<file path="src/rtl/bsi_ram.sv">
// ----------------------------------------------------------------------------
// bsi_ram
// Generic single-write, single-read RAM with registered read data.
// ----------------------------------------------------------------------------
module bsi_ram #(
  parameter int WIDTH = 64,
  parameter int DEPTH = 16
) (
  input  logic                                       clk,
  input  logic                                       we,
  input  logic [((DEPTH > 1) ? $clog2(DEPTH) : 1)-1:0] waddr,
  input  logic [WIDTH-1:0]                           wdata,
  input  logic [((DEPTH > 1) ? $clog2(DEPTH) : 1)-1:0] raddr,
  output logic [WIDTH-1:0]                           rdata
);

  logic [WIDTH-1:0] mem [DEPTH];

  always_ff @(posedge clk) begin
    if (we) begin
      mem[waddr] <= wdata;
    end
    rdata <= mem[raddr];
  end

endmodule

</file>
<file path="config.mk">
export PLATFORM = sky130hd
export DESIGN_NAME = bsi_ram
export DESIGN_NICKNAME = d
export VERILOG_FILES = /design/src/rtl/bsi_ram.sv
export SDC_FILE = /design/constraint.sdc
export NUM_CORES = 1
export LEC_CHECK = 0
export BUFFER_PORTS_ARGS = -buffer_cell sky130_fd_sc_hd__buf_2
export CORE_MARGIN = 2
export CORE_UTILIZATION = 55
export DETAILED_ROUTE_END_ITERATION = 12
export PLACE_DENSITY = 0.81
export SETUP_SLACK_MARGIN = 0.3
export SYNTH_ARGS = -nofsm -noshare
export SYNTH_HDL_FRONTEND = slang
export SYNTH_SLANG_ARGS = --single-unit
</file>
<file path="constraint.sdc">
create_clock -name clk -period 8.3 [get_ports clk]
set_input_delay 2.49 -clock clk [delete_from_list [all_inputs] [get_ports clk]]
set_output_delay 2.49 -clock clk [all_outputs]
set_load 0.01 [all_outputs]
</file>
; Word-level counts from Yosys, hierarchy flattened
; Memories as Yosys holds them, arrays and structs flattened. A register that Yosys moved wholly into a read port is not among the register bits.
; Cells that the tools add are included.
[word_totals]
regBits = 0
ram_bits = 1024
in_bits = 74
out_inout_bits = 64
n_memories = 1
[op_classes]
mux = 2
[mem_list]
columns = name, words, word_bits, rd, rd_clocked_by_memory_dff, wr, line
row1 = mem, 16, 64, 1, 1, 1, 17  ; logic [WIDTH-1:0] mem [DEPTH];
[ops]
columns = operator, count
row1 = two-way mux 1 bit, 2

; Depth between registers and ports, before layout
[logic_depth]
word_depth = 2
ltp_mapped = 6

; Worst setup path before layout
; No wires, ideal clock.
[synth_path]
path_type = input to register
from = input port waddr[2] (netlist bit)
to = memory mem[0][0] (enable)
arrival_ps = 7353
t_required_ps = 7735
setup_slack_ps = 381
stages = 2
path_cell_list = or3b_2 -> nor3_1
[synth_rtl]
columns = item, line
row1 = "start, declared", 11  ; input logic [((DEPTH > 1) ? $clog2(DEPTH) : 1)-1:0] waddr,
row2 = "end, declared", 17
; No word-level cell before the write port.

; Final worst setup path
[layout_path]
from = input port waddr[2] (netlist bit)
to = memory mem[8][8] (enable)
; No word-level cell before the write port.

==> results.sh <==
export IMPL_vias=18676
export IMPL_setup_worst_path_start="waddr[2]"
export IMPL_cts_tree="yes"
export IMPL_max_slew_margin_rel_pct=23.8
export IMPL_grt_antenna_before_repair=13
export IMPL_h_tree_depth=3
export IMPL_ys_ff_latch=1088
export IMPL_die_h_um=272
export IMPL_critPathSlowestCell="nor3_2"
export IMPL_wl_mm=90.8
export IMPL_fin_crit_ns=4.46
export IMPL_cp_max_fo=31
export IMPL_cpLargestDelayFamily="simple AND/OR/NAND/NOR gates"
export IMPL_gp_congestion=0.725
export IMPL_drt_iter0_markers=2498
export IMPL_skew_ns=0.0295
export IMPL_placeableCoreArea_um2=71400
export IMPL_netlist_instances=1647
export IMPL_fin_tns_setup_ns=0
export IMPL_std_cell_rows=98
export IMPL_routedWlPerCell_um=31.4
export IMPL_drv_slew=0
export IMPL_nNetsFinal=1915
export IMPL_synth_seq_area_share_pct=80.9
export IMPL_die_x_um=272
export IMPL_grt_pass1_vias=19600
export IMPL_ioPinCount=138
export IMPL_peakVddDrop_mv=0.172
export IMPL_firstDrtPassIters=8
export IMPL_rsz0062_at_grt="no"
export IMPL_setup_viol=0
export IMPL_clk_pin_slew_ns=0.07
export IMPL_final_util_pct=62.7
export IMPL_syn_to_final_growth_pct=13.0
export IMPL_worst_slew_pin_slew_ns=1.14
export IMPL_finalCritPeriodShare_pct=53.7
export IMPL_grt_overflow_total=0
export IMPL_fin_cells=2887
export IMPL_synthDistinctLibCells=18
export IMPL_r2r_slack_ns=6.85
export IMPL_required_ns=8.59
export IMPL_yosysWarnings=0
export IMPL_ant_nets=0
export IMPL_track_usage_pct=25.0
export IMPL_placed_cell_area_um2=41500
export IMPL_path_depth=4
export IMPL_hold_path_class="register to register"
export IMPL_dp_slack_ns=3.22
export IMPL_clock_sinks=1088
export IMPL_post_place_cells=2687
export IMPL_reg2reg_to="rdata[12]$_DFF_P_"
export IMPL_layout_drive_gt1_share_pct=31.2
export IMPL_reg2reg_from="mem[5][12]$_DFFE_PP_"
export IMPL_grt_start_max_net_pins=107
export IMPL_num_fill_cells=4535
export IMPL_power_per_cell_area_nw_per_um2=252
export IMPL_grt_pass1_wl_mm=133
export IMPL_clockBufferDepth=3
export IMPL_cts_resized_gates=0
export IMPL_cts_hold_buf=0
export IMPL_final_area_um2=44700
export IMPL_critPathArrivalTime_ns=4.74
export IMPL_cts_root_buf="clkbuf_16"
export IMPL_critPathCaptureType="register"
export IMPL_cp_endpoint="mem[8][8]$_DFFE_PP_"
export IMPL_layout_setup_ws_ns=3.84
export IMPL_die_area_um2=74100
export IMPL_status="finished, final reports clean"
export IMPL_leakagePower_nw=14.4
export IMPL_max_freq_ghz=0.224
export IMPL_hpwl_mm=42.9
export IMPL_cp_cell_sequence="buf_2 -> nand3b_1 -> nor3_2 -> buf_4"
export IMPL_numCtsBuffers=102
export IMPL_worstSkewPairLatency_ns=0.67
export IMPL_drc=0
export IMPL_register_area_um2=32000
export IMPL_synth_nets=1721
export IMPL_multiInputGateArea_um2=7230
export IMPL_io_buffers=137
export IMPL_cp_num_buf_inv=2
export IMPL_initial_utilization_pct=55.5
export IMPL_critPathLaunchType="primary input"
export IMPL_cap_violations=0
export IMPL_synth_area_um2=39600
export IMPL_cts_setup_buffers=0
export IMPL_worst_setup_path_type="primary input to register"
export IMPL_viasPerCell=6.47
export IMPL_final_hold_viol_count=0
export IMPL_r2r_cells=3
export IMPL_cpPeakStageDelay_ns=0.98
export IMPL_synth_avg_cell_area_um2=24.0
[cell usage in the layout (no fill, tap or decap), types with 8 or more instances in the layout]
cell          n
mux4_2      256
clkbuf_1     25
clkbuf_8      8
dfxtp_1      64
clkinv_2     22
buf_2       135
a22oi_1     128
buf_4        35
edfxtp_1   1024
clkbuf_16   106
nor2_4       13
nand2_1      65
diode_2      11
clkinv_1     14
[per-layer routing]
metal,global-route usage (%),routed length (um),vias to the layer above
met2,42.0,47000,1150
met5,0,51,-
met1,32.5,32500,9866
met4,10.1,2840,8
li1,-,-,7455
met3,4.74,8370,197
[power by group]
group	switching [W]	total, W	internal [W]
logic	0.000326	0.000537	0.000211
registers	0.0000496	0.00619	0.00614
clock network	0.00197	0.00454	0.00257
[Yosys cell counts, drive strengths merged]
library cell | count | area, um^2
dfxtp | 64 | 1280
nand3 | 1 | 5.00
nor2b | 2 | 12.5
nand3b | 2 | 15.0
clkbuf | 36 | 135
nor3 | 4 | 20.0
nand2 | 65 | 244
edfxtp | 1024 | 30700
nor2 | 13 | 48.8
and2 | 1 | 6.26
or3b | 1 | 8.76
a22oi | 128 | 961
buf | 48 | 317
nand2b | 2 | 12.5
mux4 | 256 | 5770
[registers in the layout, indices dropped and copies added (netlist names)]
signal and cells:
rdata 64, mem 1024
[layout make-up]
cell class                 count  area share, %
antenna                       11         0.0615
clock buffer                 139           6.38
clock inverter                50          0.884
multi-input combinational    475           16.2
sequential                  1088           71.6
tap                          950           2.66
timing repair buffer         174           2.25
[stage by stage]
stage	power [W]	hold WS (ns)
floorplan	0.00660	0.635
global placement	0.00681	0.650
detailed placement	0.00683	0.664
CTS	0.0113	0.678
global route	0.0116	0.690
finish	0.0113	0.672
[worst reg2reg max path, cell delays in order (launching register included)]
cell and delay, ns:
edfxtp_1 0.45, mux4_2 0.53, a22oi_1 0.16, nand2_1 0.15
[worst min-delay path by stage]
stage                           from           endpoint  slack, ns  depth (start not counted)
2_1_floorplan   mem[14][0]$_DFFE_PP_   rdata[0]$_DFF_P_       0.63                          3
3_3_place_gp   mem[15][50]$_DFFE_PP_  rdata[50]$_DFF_P_       0.65                          3
3_5_place_dp   mem[14][55]$_DFFE_PP_  rdata[55]$_DFF_P_       0.66                          3
4_1_cts        mem[13][49]$_DFFE_PP_  rdata[49]$_DFF_P_       0.68                          3
5_1_grt        mem[12][41]$_DFFE_PP_  rdata[41]$_DFF_P_       0.69                          3
6_report        mem[7][33]$_DFFE_PP_  rdata[33]$_DFF_P_       0.67                          3
[cell families after synthesis]
| group | after synthesis | synth area share (%) |
|---|---|---|
| flops | 1088 | 80.9 |
| buf+inv | 84 | 1.14 |
| compound gates | 128 | 2.43 |
| simple gates | 91 | 0.942 |
| mux | 256 | 14.6 |
Power figures use the tool's default switching activity.
