===== config.mk =====
export PLATFORM = sky130hd
export DESIGN_NAME = bsi_walk
export DESIGN_NICKNAME = d
export VERILOG_FILES = /design/src/rtl/bsi_pkg.sv /design/src/rtl/bsi_walk.sv
export SDC_FILE = /design/constraint.sdc
export NUM_CORES = 1
export LEC_CHECK = 0
export BUFFER_PORTS_ARGS = -buffer_cell sky130_fd_sc_hd__buf_4
export CORE_AREA = 2 2 204 206
export DETAILED_ROUTE_END_ITERATION = 16
export DIE_AREA = 0 0 206 208
export SETUP_SLACK_MARGIN = 0.05
export SLEW_MARGIN = 20
export SYNTH_ARGS = -nofsm -noshare
export SYNTH_HDL_FRONTEND = slang
export SYNTH_SLANG_ARGS = --single-unit
export TNS_END_PERCENT = 5

===== constraint.sdc =====
create_clock -name clk -period 4.9 [get_ports clk]
set_clock_uncertainty 0.15 [all_clocks]
set_input_delay 0.98 -clock clk [delete_from_list [all_inputs] [get_ports clk]]
set_output_delay 0.98 -clock clk [all_outputs]
set_load 0.01 [all_outputs]

===== src/rtl/bsi_pkg.sv =====
// ----------------------------------------------------------------------------
// bsi_pkg
// Shared types and codes for the bit-sliced index range compare core.
// ----------------------------------------------------------------------------
package bsi_pkg;

  localparam int VAL_W  = 63;
  localparam int ROW_W  = 10;
  localparam int WORD_W = 64;
  localparam int WIDX_W = 4;

  typedef logic [1:0]        opcode_t;
  typedef logic [2:0]        cmp_op_t;
  typedef logic [1:0]        status_t;
  typedef logic [VAL_W-1:0]  value_t;
  typedef logic [WORD_W-1:0] word_t;

  localparam opcode_t OP_APPEND  = 2'd0;
  localparam opcode_t OP_COMPARE = 2'd1;
  localparam opcode_t OP_READ    = 2'd2;
  localparam opcode_t OP_NOP     = 2'd3;

  localparam cmp_op_t CMP_EQ = 3'd0;
  localparam cmp_op_t CMP_NE = 3'd1;
  localparam cmp_op_t CMP_GE = 3'd2;
  localparam cmp_op_t CMP_GT = 3'd3;
  localparam cmp_op_t CMP_LE = 3'd4;
  localparam cmp_op_t CMP_LT = 3'd5;

  localparam status_t ST_OK        = 2'd0;
  localparam status_t ST_ABOVE_MAX = 2'd1;
  localparam status_t ST_PRESENT   = 2'd2;
  localparam status_t ST_BELOW_MIN = 2'd3;

  localparam logic CFG_MIN = 1'b0;
  localparam logic CFG_MAX = 1'b1;

  typedef struct packed {
    logic    init;
    logic    step;
    logic    lit_bit;
    cmp_op_t op;
  } walk_ctl_t;

endpackage


===== src/rtl/bsi_walk.sv =====
// ----------------------------------------------------------------------------
// bsi_walk
// Slice walk unit: keeps the greater/less/equal row sets of one word and
// folds in one slice per step, then picks the requested relation.
// ----------------------------------------------------------------------------
module bsi_walk (
  input  logic              clk,
  input  bsi_pkg::walk_ctl_t ctl,
  input  bsi_pkg::word_t    ebm,
  input  bsi_pkg::word_t    slice,
  output bsi_pkg::word_t    result
);
  import bsi_pkg::*;

  word_t eq_r, gt_r, lt_r, ebm_r;
  word_t eq_nxt, gt_nxt, lt_nxt, ebm_nxt;
  word_t eqm;

  always_comb begin
    eq_nxt  = eq_r;
    gt_nxt  = gt_r;
    lt_nxt  = lt_r;
    ebm_nxt = ebm_r;
    if (ctl.init) begin
      eq_nxt  = ebm;
      gt_nxt  = '0;
      lt_nxt  = '0;
      ebm_nxt = ebm;
    end else if (ctl.step) begin
      if (ctl.lit_bit) begin
        lt_nxt = lt_r | (eq_r & ~slice);
        eq_nxt = eq_r & slice;
      end else begin
        gt_nxt = gt_r | (eq_r & slice);
        eq_nxt = eq_r & ~slice;
      end
    end
  end

  always_ff @(posedge clk) begin
    eq_r  <= eq_nxt;
    gt_r  <= gt_nxt;
    lt_r  <= lt_nxt;
    ebm_r <= ebm_nxt;
  end

  assign eqm = eq_r & ebm_r;

  always_comb begin
    case (ctl.op)
      CMP_EQ:  result = eqm;
      CMP_NE:  result = ebm_r & ~eqm;
      CMP_GE:  result = (gt_r & ebm_r) | eqm;
      CMP_GT:  result = gt_r & ebm_r;
      CMP_LE:  result = (lt_r & ebm_r) | eqm;
      CMP_LT:  result = lt_r & ebm_r;
      default: result = '0;
    endcase
  end

endmodule


Word-level counts from Yosys, hierarchy flattened
Index checks and enable logic that the tools add are counted.
- bitwise operators: 13
- $mul: 0
- mux-type cells: 4
- shift operators: 0
- div/mod/pow operators: 0
- reductions and logical operators: 4
- $lt $le $gt $ge: 0
- add/sub/neg operators: 0
- equality and inequality tests: 5
- operators with widths (kind ; number):
    64-bit bitwise AND ; 6
    64-bit case mux with 6 select lines ; 1
    64-bit bitwise OR ; 4
    64-bit 2-to-1 mux ; 3
    64-bit NOT ; 2
    3-bit by 2-bit == test with 1-bit output, second input constant ; 2
    3-bit == test, second input constant ; 2
    2-bit AND reduction ; 2
    3-bit by 1-bit == test with 1-bit output, second input constant ; 1
    3-bit zero test ; 1
    2-bit nonzero test ; 1
    1-bit NOT ; 1
- logic and storage cells: 30
- register bits after elaboration: 256
- bits in latches: 0
- bits in read-only memories: 0
- output and inout bits: 64
- RAM bits: 0
- memories: 0

Logic depth before layout (Yosys ltp)
- word-level depth: 5
- gate-level depth with buffers: 6
- depth with buffers taken out: 3

Worst setup path after synthesis
OpenSTA, ideal clock, no wires.
- kind: input -> output
- start point: input port ctl[1] (netlist name)
- end point: output port result[0]
- arrival: 1914 ps
- buffers on the path: 2
- cell stages on the path: 5
- path slack: 1856 ps
- path through: buf_4 > a21oi_4 > buf_4 > a22oi_2 > a31oi_1
- cells in the longest elaborated chain, start to end: 2
- elaborated cells between the ends (all ways): 7
- those cells by class: eq/ne: 5; mux: 1; reduce/logical: 1
- ends and longest elaborated chain (element ; line ; text):
    start: declaration ; bsi_walk.sv:8 ; input bsi_pkg::walk_ctl_t ctl,
    3-bit == test, or another cell as far along ; bsi_walk.sv:50 ; case (ctl.op)
    64-bit case mux with 6 select lines (*) ; bsi_walk.sv:50 ;
    end: declaration ; bsi_walk.sv:11 ; output bsi_pkg::word_t result
Mark *: on every way between the ends. The rest lies on a longest branch, timed or not.

Final worst setup path
- start point: input port ctl[0] (netlist name)
- end point: output port result[63]
Same word-level chain as after synthesis.

==> impl_metrics.prom <==
# TYPE chip_impl_metric gauge
chip_impl_info{name="critical_path.endpoint",value="result[63]"} 1
chip_impl_metric{name="critical-path-max-stage-delay",unit="ns"} 0.55
chip_impl_metric{name="vias_in_the_first_global_route",unit=""} 9989
chip_impl_metric{name="nFillCells",unit=""} 4127
chip_impl_metric{name="post_cts_setup_repair_bufs",unit=""} 0
chip_impl_metric{name="ioPinCount",unit=""} 199
chip_impl_metric{name="post_synth_instance_area",unit="µm²"} 12020
chip_impl_metric{name="die_area",unit="µm²"} 42850
chip_impl_metric{name="syn2layout_area_growth",unit="%"} 23.75
chip_impl_metric{name="cts_buffers",unit=""} 30
chip_impl_info{name="critical_path.slowest_cell",value="a21oi_4"} 1
chip_impl_metric{name="synth.lib_cells_used.distinct",unit=""} 21
chip_impl_info{name="rsz0062_at_grt",value="no"} 1
chip_impl_metric{name="clk_pin_slew_worst_paths",unit="ns"} 0.06
chip_impl_metric{name="firstDrtPassIters",unit=""} 5
chip_impl_metric{name="timing.final.setup_violations",unit=""} 0
chip_impl_metric{name="fin_crit_sh",unit="%"} 79.92
chip_impl_info{name="cp_cell_sequence",value="buf_4, a21oi_4, buf_4, a22oi_2, a31oi_1, buf_4"} 1
chip_impl_metric{name="globalRoute.totalOverflow",unit=""} 0
chip_impl_metric{name="timing.hold.worst_path_depth",unit=""} 2
chip_impl_metric{name="ant_nets",unit=""} 0
chip_impl_metric{name="cts-resized-gates",unit=""} 0
chip_impl_metric{name="worst_slew_pin_slew",unit="ns"} 0.9749
chip_impl_metric{name="worst_ep_arrival_time",unit="ns"} 2.79
chip_impl_metric{name="start_util",unit="%"} 29.63
chip_impl_info{name="cts-root-buf",value="clkbuf_16"} 1
chip_impl_info{name="crit_type",value="in -> out"} 1
chip_impl_metric{name="dpl.hpwl",unit="mm"} 21.76
chip_impl_metric{name="clock_tree.buffer_depth",unit=""} 3
chip_impl_info{name="sort_of_element_at_the_start_of_the_critical_path",value="input port"} 1
chip_impl_metric{name="clkLatencyLatePin",unit="ns"} 0.57
chip_impl_metric{name="p_leak",unit="nW"} 5.592
chip_impl_info{name="mostFrequentLayoutCell",value="buf_4"} 1
chip_impl_metric{name="grt_start_max_net_pins",unit=""} 186
chip_impl_metric{name="fp-row-count",unit=""} 74
chip_impl_metric{name="max_cap_viol_count",unit=""} 0
chip_impl_metric{name="net_count_of_the_mapped_netlist",unit=""} 1390
chip_impl_metric{name="worst_ep_required_time",unit="ns"} 3.77
chip_impl_metric{name="route.detailed.vias_per_inst",unit=""} 5.185
chip_impl_metric{name="hold_viol_final",unit=""} 0
chip_impl_metric{name="final_design_area_no_fill",unit="µm²"} 14870
chip_impl_info{name="min_path_type",value="reg -> reg"} 1
chip_impl_metric{name="reg2regPathDepth",unit=""} 2
chip_impl_metric{name="slew_viol_final",unit=""} 0
chip_impl_info{name="cts_tree",value="done"} 1
chip_impl_metric{name="num-nets-final",unit=""} 1543
chip_impl_metric{name="fmaxAchievable",unit="MHz"} 255.4
chip_impl_metric{name="routedWlPerCell",unit="µm"} 18.75
chip_impl_metric{name="floorplan.core_area",unit="µm²"} 40550
chip_impl_info{name="cp-startpoint",value="ctl[0]"} 1
chip_impl_metric{name="synth-seq-area-share",unit="%"} 53.32
chip_impl_metric{name="routabilityCongestion",unit=""} 0.7293
chip_impl_metric{name="post_synth_inst_count",unit=""} 1255
chip_impl_metric{name="floorplan.die.width",unit="µm"} 206
chip_impl_info{name="run_status",value="finished, final reports clean"} 1
chip_impl_metric{name="highest_fanout_seen_on_the_critical_path",unit=""} 34
chip_impl_metric{name="setup-tns-final",unit="ns"} 0
chip_impl_metric{name="period_needed",unit="ns"} 3.916
chip_impl_metric{name="detail_route.drc_violations",unit=""} 0
chip_impl_metric{name="layout_setup_ws",unit="ns"} 0.9841
chip_impl_metric{name="cts-hold-fix-buffers",unit=""} 0
chip_impl_metric{name="die_height",unit="µm"} 208
chip_impl_metric{name="synth-seq-cells",unit=""} 256
chip_impl_metric{name="post_place_setup_slack",unit="ns"} 0.9748
chip_impl_metric{name="worst_ir_drop_vdd",unit="V"} 0.0002298
chip_impl_metric{name="routed_wirelength",unit="mm"} 36.83
chip_impl_info{name="critPathCaptureType",value="primary output"} 1
chip_impl_metric{name="layout.core_utilization",unit="%"} 36.67
chip_impl_metric{name="num_vias",unit=""} 10183
chip_impl_metric{name="ys_warn_count",unit=""} 0
chip_impl_metric{name="grt.total_usage",unit="%"} 16.54
chip_impl_metric{name="layout-drive-gt1-share",unit="%"} 19.83
chip_impl_info{name="r2r_start",value="eq_r[61]"} 1
chip_impl_metric{name="place_area",unit="µm²"} 13910
chip_impl_metric{name="antenna_found_initial",unit=""} 0
chip_impl_metric{name="slew_headroom",unit="%"} 35.01
chip_impl_metric{name="cts_num_sinks",unit=""} 256
chip_impl_metric{name="layoutNonFillerInstCount",unit=""} 1964
chip_impl_metric{name="antennaDiodeCount",unit=""} 0
chip_impl_metric{name="timing.reg2reg.setup_slack",unit="ns"} 3.83
chip_impl_metric{name="placed_cells_incl_taps",unit=""} 1907
chip_impl_metric{name="io_buffer_count",unit=""} 198
chip_impl_info{name="crit_path_frequent_cell",value="buf_4"} 1
chip_impl_info{name="mostFrequentLayoutCells",value="buf_4, a31oi_1, nand2_1"} 1
chip_impl_metric{name="syn-mean-instance-area",unit="µm²"} 9.574
chip_impl_metric{name="powerDensity",unit="nW/µm²"} 355.3
chip_impl_info{name="r2r-end",value="eq_r[61]"} 1
chip_impl_metric{name="grt_pass1_wl",unit="mm"} 56.23
chip_impl_metric{name="drt_first_iter_violations",unit=""} 815
chip_impl_metric{name="h_tree_depth",unit=""} 1
## through the flow
step / hold slack [ns] / total power [W]
2_1_floorplan: 0.2872 / 0.002892
6_report: 0.3159 / 0.005282
5_1_grt: 0.3373 / 0.005493
4_1_cts: 0.3178 / 0.005332
3_3_place_gp: 0.2969 / 0.003183
3_5_place_dp: 0.3033 / 0.003202
## cell families (layout without fill, tap and decap cells)
kind of cell	count (synthesis)	after routing	share of synthesized area, %
flip-flops	256	256	53.32
AND/OR/NAND/NOR	453	453	18.25
XOR/XNOR	64	64	4.665
buffers and inverters	161	338	6.133
AO/OA/AOI/OAI	321	321	17.63
## worst min-delay path by stage
| stage | start | to | slack, ns |
|---|---|---|---|
| 2_1_floorplan | gt_r[0] | gt_r[0] | 0.29 |
| 3_3_place_gp | gt_r[33] | gt_r[33] | 0.30 |
| 3_5_place_dp | lt_r[48] | lt_r[48] | 0.30 |
| 4_1_cts | lt_r[48] | lt_r[48] | 0.32 |
| 5_1_grt | gt_r[49] | gt_r[49] | 0.34 |
| 6_report | gt_r[45] | gt_r[45] | 0.32 |
## state kept, by name, indices dropped and copies added, names as in the netlist
name   flops
ebm_r     64
eq_r      64
lt_r      64
gt_r      64
## power breakdown
group | switching [W] | total [W] | leakage, nW | internal (W)
registers | 0.0000968 | 0.00250 | 2.35 | 0.00240
clock network | 0.000895 | 0.00213 | 0.447 | 0.00123
logic | 0.000371 | 0.000658 | 2.80 | 0.000288
## cells in the mapped netlist
master	n	area share, %
buf_4	11	0.69
xnor2_1	64	4.7
a22oi_2	20	2.1
o21ai_0	64	2.7
nand2_1	192	6.0
buf_1	6	0.19
buf_6	6	0.56
a21oi_4	1	0.14
buf_2	37	1.5
edfxtp_1	128	32
nor2_2	1	0.052
dfxtp_1	128	21
inv_1	65	2.0
a22oi_1	44	2.7
or2_2	1	0.052
nor2b_1	2	0.10
nor2_1	128	4.0
nand3b_1	128	8.0
clkbuf_1	36	1.1
a31oi_1	192	10
and2_1	1	0.052
## final cells by class
cell class / count / area [µm²] / area share [%]
clock inverter: 8 / 40.04 / 0.2693
sequential: 256 / 6406 / 43.08
tap: 532 / 665.6 / 4.477
inverter: 65 / 244.0 / 1.641
clock buffer: 48 / 889.6 / 5.983
timing repair buffer: 217 / 1719 / 11.56
multi-input combinational: 838 / 4905 / 32.99
## per-layer routing
metal  vias to the layer above  routed length, µm  GRT usage (%)
li1                       4792                  -              -
met1                      5000              15880          21.24
met2                       327              18020          28.33
met3                        64               2091          2.757
met4                         0                836          4.926
met5                         -                  0              0
## critical path, delay by kind of cell
family	cells	cell delay, ns
AOI/OAI and AO/OA	3	0.92
buffers and inverters	3	0.84
Note: power is estimated with default switching activity, not from simulation.
